### config.mk
export PLATFORM = sky130hd
export DESIGN_NAME = greedy_hypergraph_coloring
export DESIGN_NICKNAME = d
export VERILOG_FILES = /design/src/rtl/core/ghc_pkg.sv /design/src/rtl/core/ghc_ctrl.sv /design/src/rtl/core/ghc_datapath.sv /design/src/rtl/core/greedy_hypergraph_coloring.sv
export SDC_FILE = /design/constraint.sdc
export NUM_CORES = 2
export LEC_CHECK = 0
export BUFFER_PORTS_ARGS = -buffer_cell sky130_fd_sc_hd__buf_2
export CAP_MARGIN = 20
export CORE_MARGIN = 2
export CORE_UTILIZATION = 60
export CTS_CLUSTER_SIZE = 8
export DETAILED_ROUTE_END_ITERATION = 12
export PLACE_DENSITY = 0.72
export SYNTH_ARGS = -nofsm -noshare
export SYNTH_HDL_FRONTEND = slang
export SYNTH_SLANG_ARGS = --single-unit
### constraint.sdc
create_clock -name clk -period 9.1 [get_ports clk]
set_input_delay 0.455 -clock clk [delete_from_list [all_inputs] [get_ports clk]]
set_output_delay 0.455 -clock clk [all_outputs]
set_load 0.03 [all_outputs]
### src/rtl/core/ghc_pkg.sv
// Shared types and constants for the greedy hypergraph coloring block.
package ghc_pkg;

  localparam int VERTEX_W = 5;
  localparam int COLOR_W  = 6;
  localparam int MODE_W   = 2;
  // Highest vertex count that the vertex field can address
  localparam int VERTEX_SPAN = 1 << VERTEX_W;

  localparam logic [MODE_W-1:0] MODE_ADD   = 2'd0;
  localparam logic [MODE_W-1:0] MODE_RUN   = 2'd1;
  localparam logic [MODE_W-1:0] MODE_CLEAR = 2'd2;
  // Spare code: accepted and ignored
  localparam logic [MODE_W-1:0] MODE_NOP   = 2'd3;

  typedef struct packed {
    logic [MODE_W-1:0]   mode;
    logic [VERTEX_W-1:0] vertex;
    logic                edge_end;
  } ghc_in_t;

  typedef struct packed {
    logic [VERTEX_W-1:0] vertex_out;
    logic [COLOR_W-1:0]  color;
    logic                last;
  } ghc_out_t;

  typedef enum logic [1:0] {
    ST_IDLE,
    ST_SCAN,
    ST_PICK
  } ghc_state_t;

  typedef struct packed {
    logic add;
    logic clr;
    logic start;
    logic scan;
    logic pick;
  } ghc_cmd_t;

  typedef struct packed {
    logic any_vertex;
    logic is_last;
    logic slot_free;
  } ghc_stat_t;

endpackage

### src/rtl/core/ghc_ctrl.sv
// Controller state machine: accepts transactions and sequences the coloring run.
module ghc_ctrl import ghc_pkg::*; (
  input  logic              clk,
  input  logic              rst_n,
  input  logic              in_valid,
  input  logic [MODE_W-1:0] in_mode,
  input  ghc_stat_t         stat,
  output logic              in_ready,
  output ghc_cmd_t          cmd
);

  ghc_state_t state_r, state_nxt;

  // Hold or advance the state
  always_ff @(posedge clk) begin
    if (!rst_n) begin
      state_r <= ST_IDLE;
    end else begin
      state_r <= state_nxt;
    end
  end

  // Next state
  always_comb begin
    state_nxt = state_r;
    unique case (state_r)
      ST_IDLE: begin
        if (in_valid && in_mode == MODE_RUN && stat.any_vertex) begin
          state_nxt = ST_SCAN;
        end
      end
      ST_SCAN: begin
        state_nxt = ST_PICK;
      end
      ST_PICK: begin
        if (stat.slot_free) begin
          state_nxt = stat.is_last ? ST_IDLE : ST_SCAN;
        end
      end
      default: state_nxt = ST_IDLE;
    endcase
  end

  // Commands to the datapath
  always_comb begin
    cmd      = '0;
    in_ready = 1'b0;
    unique case (state_r)
      ST_IDLE: begin
        in_ready = 1'b1;
        if (in_valid) begin
          unique case (in_mode)
            MODE_ADD:   cmd.add   = 1'b1;
            MODE_CLEAR: cmd.clr   = 1'b1;
            MODE_RUN:   cmd.start = stat.any_vertex;
            default:    ;
          endcase
        end
      end
      ST_SCAN: begin
        cmd.scan = 1'b1;
      end
      ST_PICK: begin
        cmd.pick = stat.slot_free;
      end
      default: ;
    endcase
  end

endmodule

### src/rtl/core/ghc_datapath.sv
// Datapath: adjacency matrix, open hyperedge, color classes and result register.
module ghc_datapath import ghc_pkg::*; #(
  parameter int NUM_ROWS = 32
) (
  input  logic      clk,
  input  logic      rst_n,
  input  ghc_cmd_t  cmd,
  input  ghc_in_t   in_data,
  input  logic      out_ready,
  output ghc_stat_t stat,
  output logic      out_valid,
  output ghc_out_t  out_data
);

  localparam int VW = $clog2(NUM_ROWS);

  logic [NUM_ROWS-1:0] adj_r   [NUM_ROWS];
  logic [NUM_ROWS-1:0] adj_nxt [NUM_ROWS];
  // Color class c holds the vertices colored c+1 in the current run
  logic [NUM_ROWS-1:0] class_r [NUM_ROWS];
  logic [NUM_ROWS-1:0] edge_r, edge_nxt;
  logic [VW-1:0]       highest_r;
  logic                any_r;
  logic [VW-1:0]       idx_r;
  logic [NUM_ROWS-1:0] used_r, used_nxt;
  logic                out_valid_r;
  ghc_out_t            out_data_r;

  logic                v_ok;
  logic                add_ok;
  logic [VW-1:0]       v_idx;
  logic [NUM_ROWS-1:0] v_hot;
  logic [NUM_ROWS-1:0] lower_mask;
  logic [NUM_ROWS-1:0] row_low;
  logic [VW-1:0]       free_idx;
  logic                found;
  logic                is_last;
  logic                slot_free;

  // Decode the member vertex
  always_comb begin
    v_ok   = {1'b0, in_data.vertex} < (VERTEX_W + 1)'(NUM_ROWS);
    v_idx  = in_data.vertex[VW-1:0];
    add_ok = cmd.add && v_ok;
    v_hot  = '0;
    v_hot[v_idx] = 1'b1;
  end

  // Join the new member to every open member, both directions
  always_comb begin
    for (int u = 0; u < NUM_ROWS; u++) begin
      adj_nxt[u] = adj_r[u];
      if (add_ok && edge_r[u] && VW'(u) != v_idx) begin
        adj_nxt[u] = adj_r[u] | v_hot;
      end
      if (add_ok && VW'(u) == v_idx) begin
        adj_nxt[u] = adj_r[u] | (edge_r & ~v_hot);
      end
    end
  end

  always_comb begin
    edge_nxt = edge_r;
    if (add_ok) begin
      edge_nxt = edge_r | v_hot;
    end
    if (cmd.add && in_data.edge_end) begin
      edge_nxt = '0;
    end
  end

  // Graph state: cleared by reset and by the clear command
  always_ff @(posedge clk) begin
    if (!rst_n || cmd.clr) begin
      for (int u = 0; u < NUM_ROWS; u++) begin
        adj_r[u] <= '0;
      end
      edge_r    <= '0;
      highest_r <= '0;
      any_r     <= 1'b0;
    end else begin
      adj_r  <= adj_nxt;
      edge_r <= edge_nxt;
      if (add_ok) begin
        if (!any_r || v_idx > highest_r) begin
          highest_r <= v_idx;
        end
        any_r <= 1'b1;
      end
    end
  end

  // Collect colors held by lower-indexed neighbors of the current vertex
  always_comb begin
    lower_mask = (NUM_ROWS'(1) << idx_r) - NUM_ROWS'(1);
    row_low    = adj_r[idx_r] & lower_mask;
    for (int c = 0; c < NUM_ROWS; c++) begin
      used_nxt[c] = |(class_r[c] & row_low);
    end
  end

  // Find the smallest free color
  always_comb begin
    free_idx = '0;
    found    = 1'b0;
    for (int c = 0; c < NUM_ROWS; c++) begin
      if (!found && !used_r[c]) begin
        free_idx = VW'(c);
        found    = 1'b1;
      end
    end
  end

  assign is_last   = idx_r == highest_r;
  assign slot_free = !out_valid_r || out_ready;

  // Vertex counter and used-color register
  always_ff @(posedge clk) begin
    if (cmd.start) begin
      idx_r <= '0;
    end else if (cmd.pick && !is_last) begin
      idx_r <= idx_r + VW'(1);
    end
    if (cmd.scan) begin
      used_r <= used_nxt;
    end
  end

  // Move the current vertex into its new color class
  always_ff @(posedge clk) begin
    if (cmd.pick) begin
      for (int c = 0; c < NUM_ROWS; c++) begin
        class_r[c][idx_r] <= VW'(c) == free_idx;
      end
    end
  end

  // Result register: load on pick, drop when taken
  always_ff @(posedge clk) begin
    if (!rst_n) begin
      out_valid_r <= 1'b0;
    end else if (cmd.pick) begin
      out_valid_r <= 1'b1;
    end else if (out_ready) begin
      out_valid_r <= 1'b0;
    end
  end

  always_ff @(posedge clk) begin
    if (cmd.pick) begin
      out_data_r.vertex_out <= VERTEX_W'(idx_r);
      out_data_r.color      <= COLOR_W'(free_idx) + COLOR_W'(1);
      out_data_r.last       <= is_last;
    end
  end

  assign out_valid       = out_valid_r;
  assign out_data        = out_data_r;
  assign stat.any_vertex = any_r;
  assign stat.is_last    = is_last;
  assign stat.slot_free  = slot_free;

endmodule

### src/rtl/core/greedy_hypergraph_coloring.sv
// Greedy first-fit coloring of a hypergraph's clique expansion. An add transaction
// (mode 0) joins one member vertex to the open hyperedge; edge_end closes the
// hyperedge. A clear transaction is mode 2. A run transaction (mode 1) colors
// vertices 0 up to the highest vertex seen and emits one result each, the last one
// flagged. For each vertex the scan state forms its set of used colors from its
// adjacency row and the color-class registers, and the pick state picks the lowest
// free color and loads the result register, waiting while it holds an untaken result.
// The result register parts the two sides, so a finished result may wait while the
// next transaction is taken.
module greedy_hypergraph_coloring import ghc_pkg::*; #(
  parameter int MAX_VERTICES = 32
) (
  input  logic     clk,
  input  logic     rst_n,
  input  logic     in_valid,
  output logic     in_ready,
  input  ghc_in_t  in_data,
  output logic     out_valid,
  input  logic     out_ready,
  output ghc_out_t out_data
);

  // Only vertices the input field can address get storage
  localparam int NUM_ROWS = (MAX_VERTICES < VERTEX_SPAN) ? MAX_VERTICES : VERTEX_SPAN;

  ghc_cmd_t  cmd;
  ghc_stat_t stat;

  ghc_ctrl u_ctrl (
    .clk      (clk),
    .rst_n    (rst_n),
    .in_valid (in_valid),
    .in_mode  (in_data.mode),
    .stat     (stat),
    .in_ready (in_ready),
    .cmd      (cmd)
  );

  ghc_datapath #(
    .NUM_ROWS (NUM_ROWS)
  ) u_datapath (
    .clk       (clk),
    .rst_n     (rst_n),
    .cmd       (cmd),
    .in_data   (in_data),
    .out_ready (out_ready),
    .stat      (stat),
    .out_valid (out_valid),
    .out_data  (out_data)
  );

endmodule

; ---- Word-level counts from Yosys, hierarchy flattened
; Memory sizes are Yosys's and may differ from the RTL's.
; Cells that the tools add are included.
[totals]
ff_bits = 1114
mem_bits_rw = 1024
input_bits = 12
out_inout_bits = 14
wordCells = 677
mem_count = 1
[mem_list]
columns = memory, depth, word_bits, read_ports, rd_clocked_by_memory_dff, wr, line
row1 = u_datapath.class_r, 32, 32, 32, 0, 32, ghc_datapath.sv:20  ; logic [NUM_ROWS-1:0] class_r [NUM_ROWS];
[op_classes]
n_addsub = 3
n_lt_le_gt_ge = 6
eq_ne = 100
n_shift = 1
mux = 149
n_bitwise = 101
n_reduce_logical = 274
[op_table]
columns = op, n
row1 = 32-bit 2-to-1 mux, 67
row2 = 32-bit OR, 65
row3 = 32-bit AND, 34
row4 = 32-bit OR reduction, 32
row5 = 32-bit binary-select mux with 5-bit select, 1
row6 = "5-bit == test, first input constant", 32
row7 = 1-bit logical AND, 133
row8 = "4-bit by 5-bit == test with 1-bit output, first input constant", 16
row9 = 5-bit 2-to-1 mux, 16
row10 = "5-bit inequality test, first input constant", 16
row11 = 2-bit nonzero test, 33
row12 = 1-bit logical NOT, 65
row13 = 1-bit 2-to-1 mux, 44
row14 = "3-bit by 5-bit == test with 1-bit output, first input constant", 8
row15 = "4-bit by 5-bit inequality test with 1-bit output, first input constant", 8
row16 = 4-bit 2-to-1 mux, 8
row17 = 32-bit inverter, 1
row18 = "1-bit by 5-bit left shift with 32-bit output, first input constant", 1
row19 = "32-bit by 2-bit subtractor with 32-bit output, second input constant", 1
row20 = "2-bit by 5-bit == test with 1-bit output, first input constant", 4
row21 = "3-bit by 5-bit inequality test with 1-bit output, first input constant", 4
row22 = 3-bit 2-to-1 mux, 6
row23 = "5-bit by 6-bit < comparator with 1-bit output, second input constant", 2
row24 = 1-bit demux with 5-bit select, 2
row25 = 21 further kinds, 35

; ---- Depth between registers and ports, before layout
[depth]
depth_word = 94
mapped_depth = 26
ltp_nobuf = 15

; ---- By module
; From an unflattened synthesis, not the netlist that was laid out.
[unflattened]
hier_cells = 7715
area_unflattened_um2 = 85509.5
[modules_own_cells]
columns = module, instances, cells_per_inst, area_each_um2
row1 = ghc_datapath, 1, 7699, 85358.1
row2 = ghc_ctrl, 1, 16, 151.4

; ---- Worst setup path after synthesis
; Ideal clock, no wire load.
[synth_timing]
kind = register to register
from = reg u_datapath.idx_r[1]
to = mem u_datapath.class_r[3][8] (netlist: u_datapath.class_r[0][104]) (enable)
setup_time_ns = 0.501
arrival_ns = 4.806
t_required_ns = 8.599
setup_slack_ns = 3.793
stages_incl_launch_ff = 12
synth_period_minus_slack_ns = 5.307
cell_sequence = dfxtp_1 > buf_6 > buf_6 > buf_6 > buf_6 > buf_4 > buf_4 > inv_1 > ha_1 > buf_2 > nand2_1 > nor4_1
[synth_lines]
columns = element, line
row1 = from (decl), ghc_datapath.sv:24  ; logic [VW-1:0] idx_r;
row2 = from (signal assigned), ghc_datapath.sv:122  ; idx_r <= idx_r + VW'(1);
row3 = to (decl), ghc_datapath.sv:20

; ---- Worst setup path in the final report
[layout_timing]
from = reg u_datapath.idx_r[0]
to = reg u_datapath.used_r[24], data pin
[layout_between]
elab_chain_cells = 7
[layout_rtl]
columns = element, line
row1 = branches (longest 4 deep; another with 32-bit by 2-bit subtractor with 32-bit output), n/a
row2 = 32-bit AND *, ghc_datapath.sv:96  ; row_low = adj_r[idx_r] & lower_mask;
row3 = 32-bit AND *, ghc_datapath.sv:98  ; used_nxt[c] = |(class_r[c] & row_low);
row4 = 32-bit OR reduction *, ghc_datapath.sv:98
row5 = named net u_datapath.used_nxt[24], ghc_datapath.sv:25  ; logic [NUM_ROWS-1:0] used_r, used_nxt;
row6 = to (signal assigned), ghc_datapath.sv:125  ; used_r <= used_nxt;
row7 = to (decl), ghc_datapath.sv:25
; Mark *: on every way through the listed nets, which the timed path passes. The select of a mux whose other input is x is not followed.
; A chain may end at the register's enable or synchronous reset.

==> flow_metrics.env <==
export IMPL_syn_num_nets=8034
export IMPL_top_layer_used="met5"
export IMPL_final_antenna_net_count=0
export IMPL_hold_viol=0
export IMPL_dpl_cell_area_um2=89420
export IMPL_layout_min_cycle_time_ns=6.811
export IMPL_dr_wl_met3_um=60770
export IMPL_async_flop_share=0
export IMPL_drc=0
export IMPL_crit_required_ns=9.71
export IMPL_slew_headroom=0.09318
export IMPL_overflow=0
export IMPL_drtIter0Drc=13754
export IMPL_track_usage=0.4522
export IMPL_start_util=0.6050
export IMPL_finalCritPeriodShare=0.7485
export IMPL_end_kind="flip-flop"
export IMPL_grt_antenna_before_repair=14
export IMPL_htreeDepth=5
export IMPL_setup_tns_ns=0
export IMPL_cts_sinks=2138
export IMPL_finish_instance_area_um2=98270
export IMPL_worstReg2RegStart="u_datapath.idx_r[0]"
export IMPL_vias=72040
export IMPL_areaGrowthSynthToFinish_pct=12.94
export IMPL_switching_share=0.3124
export IMPL_synth_common_cells="nor2_1 (2112), dfxtp_1 (1070), edfxtp_1 (1068), nand2_1 (534), a21oi_1 (472)"
export IMPL_cp_start_kind="flip-flop"
export IMPL_status="finished clean"
export IMPL_drive_gt1_frac=0.1120
export IMPL_combPwrFrac=0.233
export IMPL_die_w_um=384.8
export IMPL_hp_class="primary input to flip-flop"
export IMPL_clk_path_buf_depth=4
export IMPL_crit_path_end="u_datapath.used_r[24]"
export IMPL_worst_pin_slew_ns=1.360
export IMPL_syn_inst=8004
export IMPL_synth_area_leaders="edfxtp_1 (37%), dfxtp_1 (25%), nor2_1 (9.1%)"
export IMPL_p_leak_uw=0.03184
export IMPL_num_io_pins=26
export IMPL_cts_root_buf="clkbuf_16"
export IMPL_setup_ws_ns=2.289
export IMPL_routed_wl_um=342300
export IMPL_power_internal_uw=18350
export IMPL_rsz0062_at_grt="false"
export IMPL_critPathMaxFanout=38
export IMPL_p_seq_frac=0.381
export IMPL_dr_wl_met2_um=136800
export IMPL_synth_top_area_share=0.3686
export IMPL_path_clk_slew_ns=0.05
export IMPL_place_congestion=1.044
export IMPL_reg2reg_to="u_datapath.used_r[24]"
export IMPL_slew_viol_final=0
export IMPL_max_freq_ghz=0.1468
export IMPL_reg2reg_slack_ns=2.29
export IMPL_critPathKind="flip-flop to flip-flop"
export IMPL_ys_seq_area_frac=0.6147
export IMPL_yosysWarnings=0
export IMPL_yosys_cell_count_top_type="nor2_1"
export IMPL_clk_latency_ns=0.92
export IMPL_synth_main_ff_cell="dfxtp_1"
export IMPL_synth_ff_latch_count=2138
export IMPL_net_switching_power_uw=8339
export IMPL_maxCapViolCount=0
export IMPL_wl_per_cell_um=34.30
export IMPL_synth_edf_count=1068
export IMPL_p_total_uw=26690
export IMPL_num_nets_final=8043
export IMPL_die_h_um=384.8
export IMPL_hold_buffers=4
export IMPL_setup_violations=0
export IMPL_viasPerCell=7.218
export IMPL_reg2reg_depth=14
export IMPL_wl_met1_um=119100
export IMPL_first_pass_iters=10
export IMPL_dpl_hpwl_um=204600
export IMPL_row_count=139
export IMPL_dp_slack_ns=2.570
export IMPL_critical_path_startpoint="u_datapath.idx_r[0]"
export IMPL_core_area_um2=143800
export IMPL_cts_buffers=317
export IMPL_powerDensity_nw_per_um2=271.6
export IMPL_post_cts_buffers=0
export IMPL_cp_data_arrival_time_ns=7.43
export IMPL_syn_area_per_cell_um2=10.87
export IMPL_synth_area_leader_cell="edfxtp_1"
export IMPL_die_area_um2=148100
export IMPL_finalClockSkew_ns=0.08906
export IMPL_synth_area_um2=87010
export IMPL_grt_pass1_wl_um=477100
export IMPL_grt_max_degree=238
export IMPL_io_buffers=25
export IMPL_cts_resized=0
export IMPL_vdd_drop_max_mv=0.2266
export IMPL_nFillCells=10328
export IMPL_cts_tree="yes"
export IMPL_clock_power_share=0.385
export IMPL_grt_pass1_vias=66846
export IMPL_synth_distinct_cells=91
## worst min-delay path by stage
stage | startpoint | endpoint | slack (ns) | cells past startpoint
3_5_place_dp | u_datapath.idx_r[3] | u_datapath.out_data[10] | 0.42 | 0
2_1_floorplan | u_datapath.adj_r[251] | u_datapath.adj_r[251] | 0.42 | 2
5_1_grt | rst_n | u_datapath.adj_r[372] | 0.04 | 2
3_3_place_gp | u_datapath.idx_r[3] | u_datapath.out_data[10] | 0.41 | 0
4_1_cts | rst_n | u_datapath.adj_r[93] | 0.02 | 2
6_report | in_valid | u_datapath.any_r | 0.06 | 5
## power by group through the flow
stage | Combinational (uW) | Sequential, uW | Clock [uW]
CTS | 5920 | 10200 | 10300
floorplan | 3740 | 10300 | 0
global route | 6320 | 10200 | 10600
global placement | 5830 | 10300 | 0
detailed placement | 5860 | 10300 | 0
finish | 6230 | 10200 | 10300
## registers in the layout, summed over array words and instances, names as in the netlist
name	cells
u_ctrl.state_r	2
u_datapath.out_valid	1
u_datapath.edge_r	32
u_datapath.out_data	12
u_datapath.used_r	32
u_datapath.class_r	1024
u_datapath.adj_r	1024
u_datapath.any_r	1
u_datapath.idx_r	5
u_datapath.highest_r	5
## cell families after synthesis
family,Yosys count,share of synthesized area
xor gates and xnor gates,20,0.002013
AOI/OAI and AO/OA,1698,0.1346
buffers and inverters,664,0.03488
DFF,2138,0.6147
adders and majority gates,18,0.002588
and+or+nand+nor,3075,0.1449
muxes,391,0.06626
## per-stage QoR
step | hold slack, ns | instances | utilization
2_1_floorplan | 0.4209 | 8004 | -
3_3_place_gp | 0.4087 | 9571 | 0.6209
3_5_place_dp | 0.4161 | 9576 | 0.6217
4_1_cts | 0.01880 | 9951 | 0.6802
5_1_grt | 0.03577 | 9968 | 0.6830
6_report | 0.05799 | 9981 | 0.6832
## layer usage
metal  up-vias  GRT usage
met1     34582     0.6009
met2      6935     0.6162
met3      1490     0.1839
met5         -          0
li1      29021          -
met4        12     0.2783
## final cells by class
| cell class | count | area, um2 | area share |
|---|---|---|---|
| Inverter | 56 | 210.2 | 0.002139 |
| Antenna cell | 13 | 32.53 | 0.0003310 |
| Clock inverter | 5 | 47.55 | 0.0004838 |
| Timing Repair Buffer | 298 | 2614 | 0.02660 |
| Sequential cell | 2138 | 53510 | 0.5445 |
| Multi-Input combinational cell | 5202 | 31160 | 0.3171 |
| Tap cell | 1903 | 2381 | 0.02423 |
| Clock buffer | 366 | 8318 | 0.08464 |
## placed cells by master (no fill, tap or decap), drive strengths merged, types with 148 or more instances in the layout
cell type | Yosys | final
buf | 217 | 292
a22oi | 422 | 422
clkbuf | 391 | 368
dfxtp | 1070 | 1070
a21oi | 474 | 474
mux2i | 243 | 243
nor2 | 2112 | 2112
nand2 | 534 | 534
mux4 | 148 | 148
edfxtp | 1068 | 1068
## worst max-delay path, cell delays in order (launching register included)
cell,delay (ns)
dfxtp_4,0.60
inv_2,0.12
buf_4,0.54
ha_1,0.78
nor2b_1,0.51
nand2_1,0.61
ha_1,0.51
inv_1,0.23
o31a_1,0.29
o22ai_1,0.39
and2_1,0.50
buf_4,0.37
a222oi_1,0.36
nand4_1,0.15
or4b_1,0.53
Power figures use the tool's default switching activity.
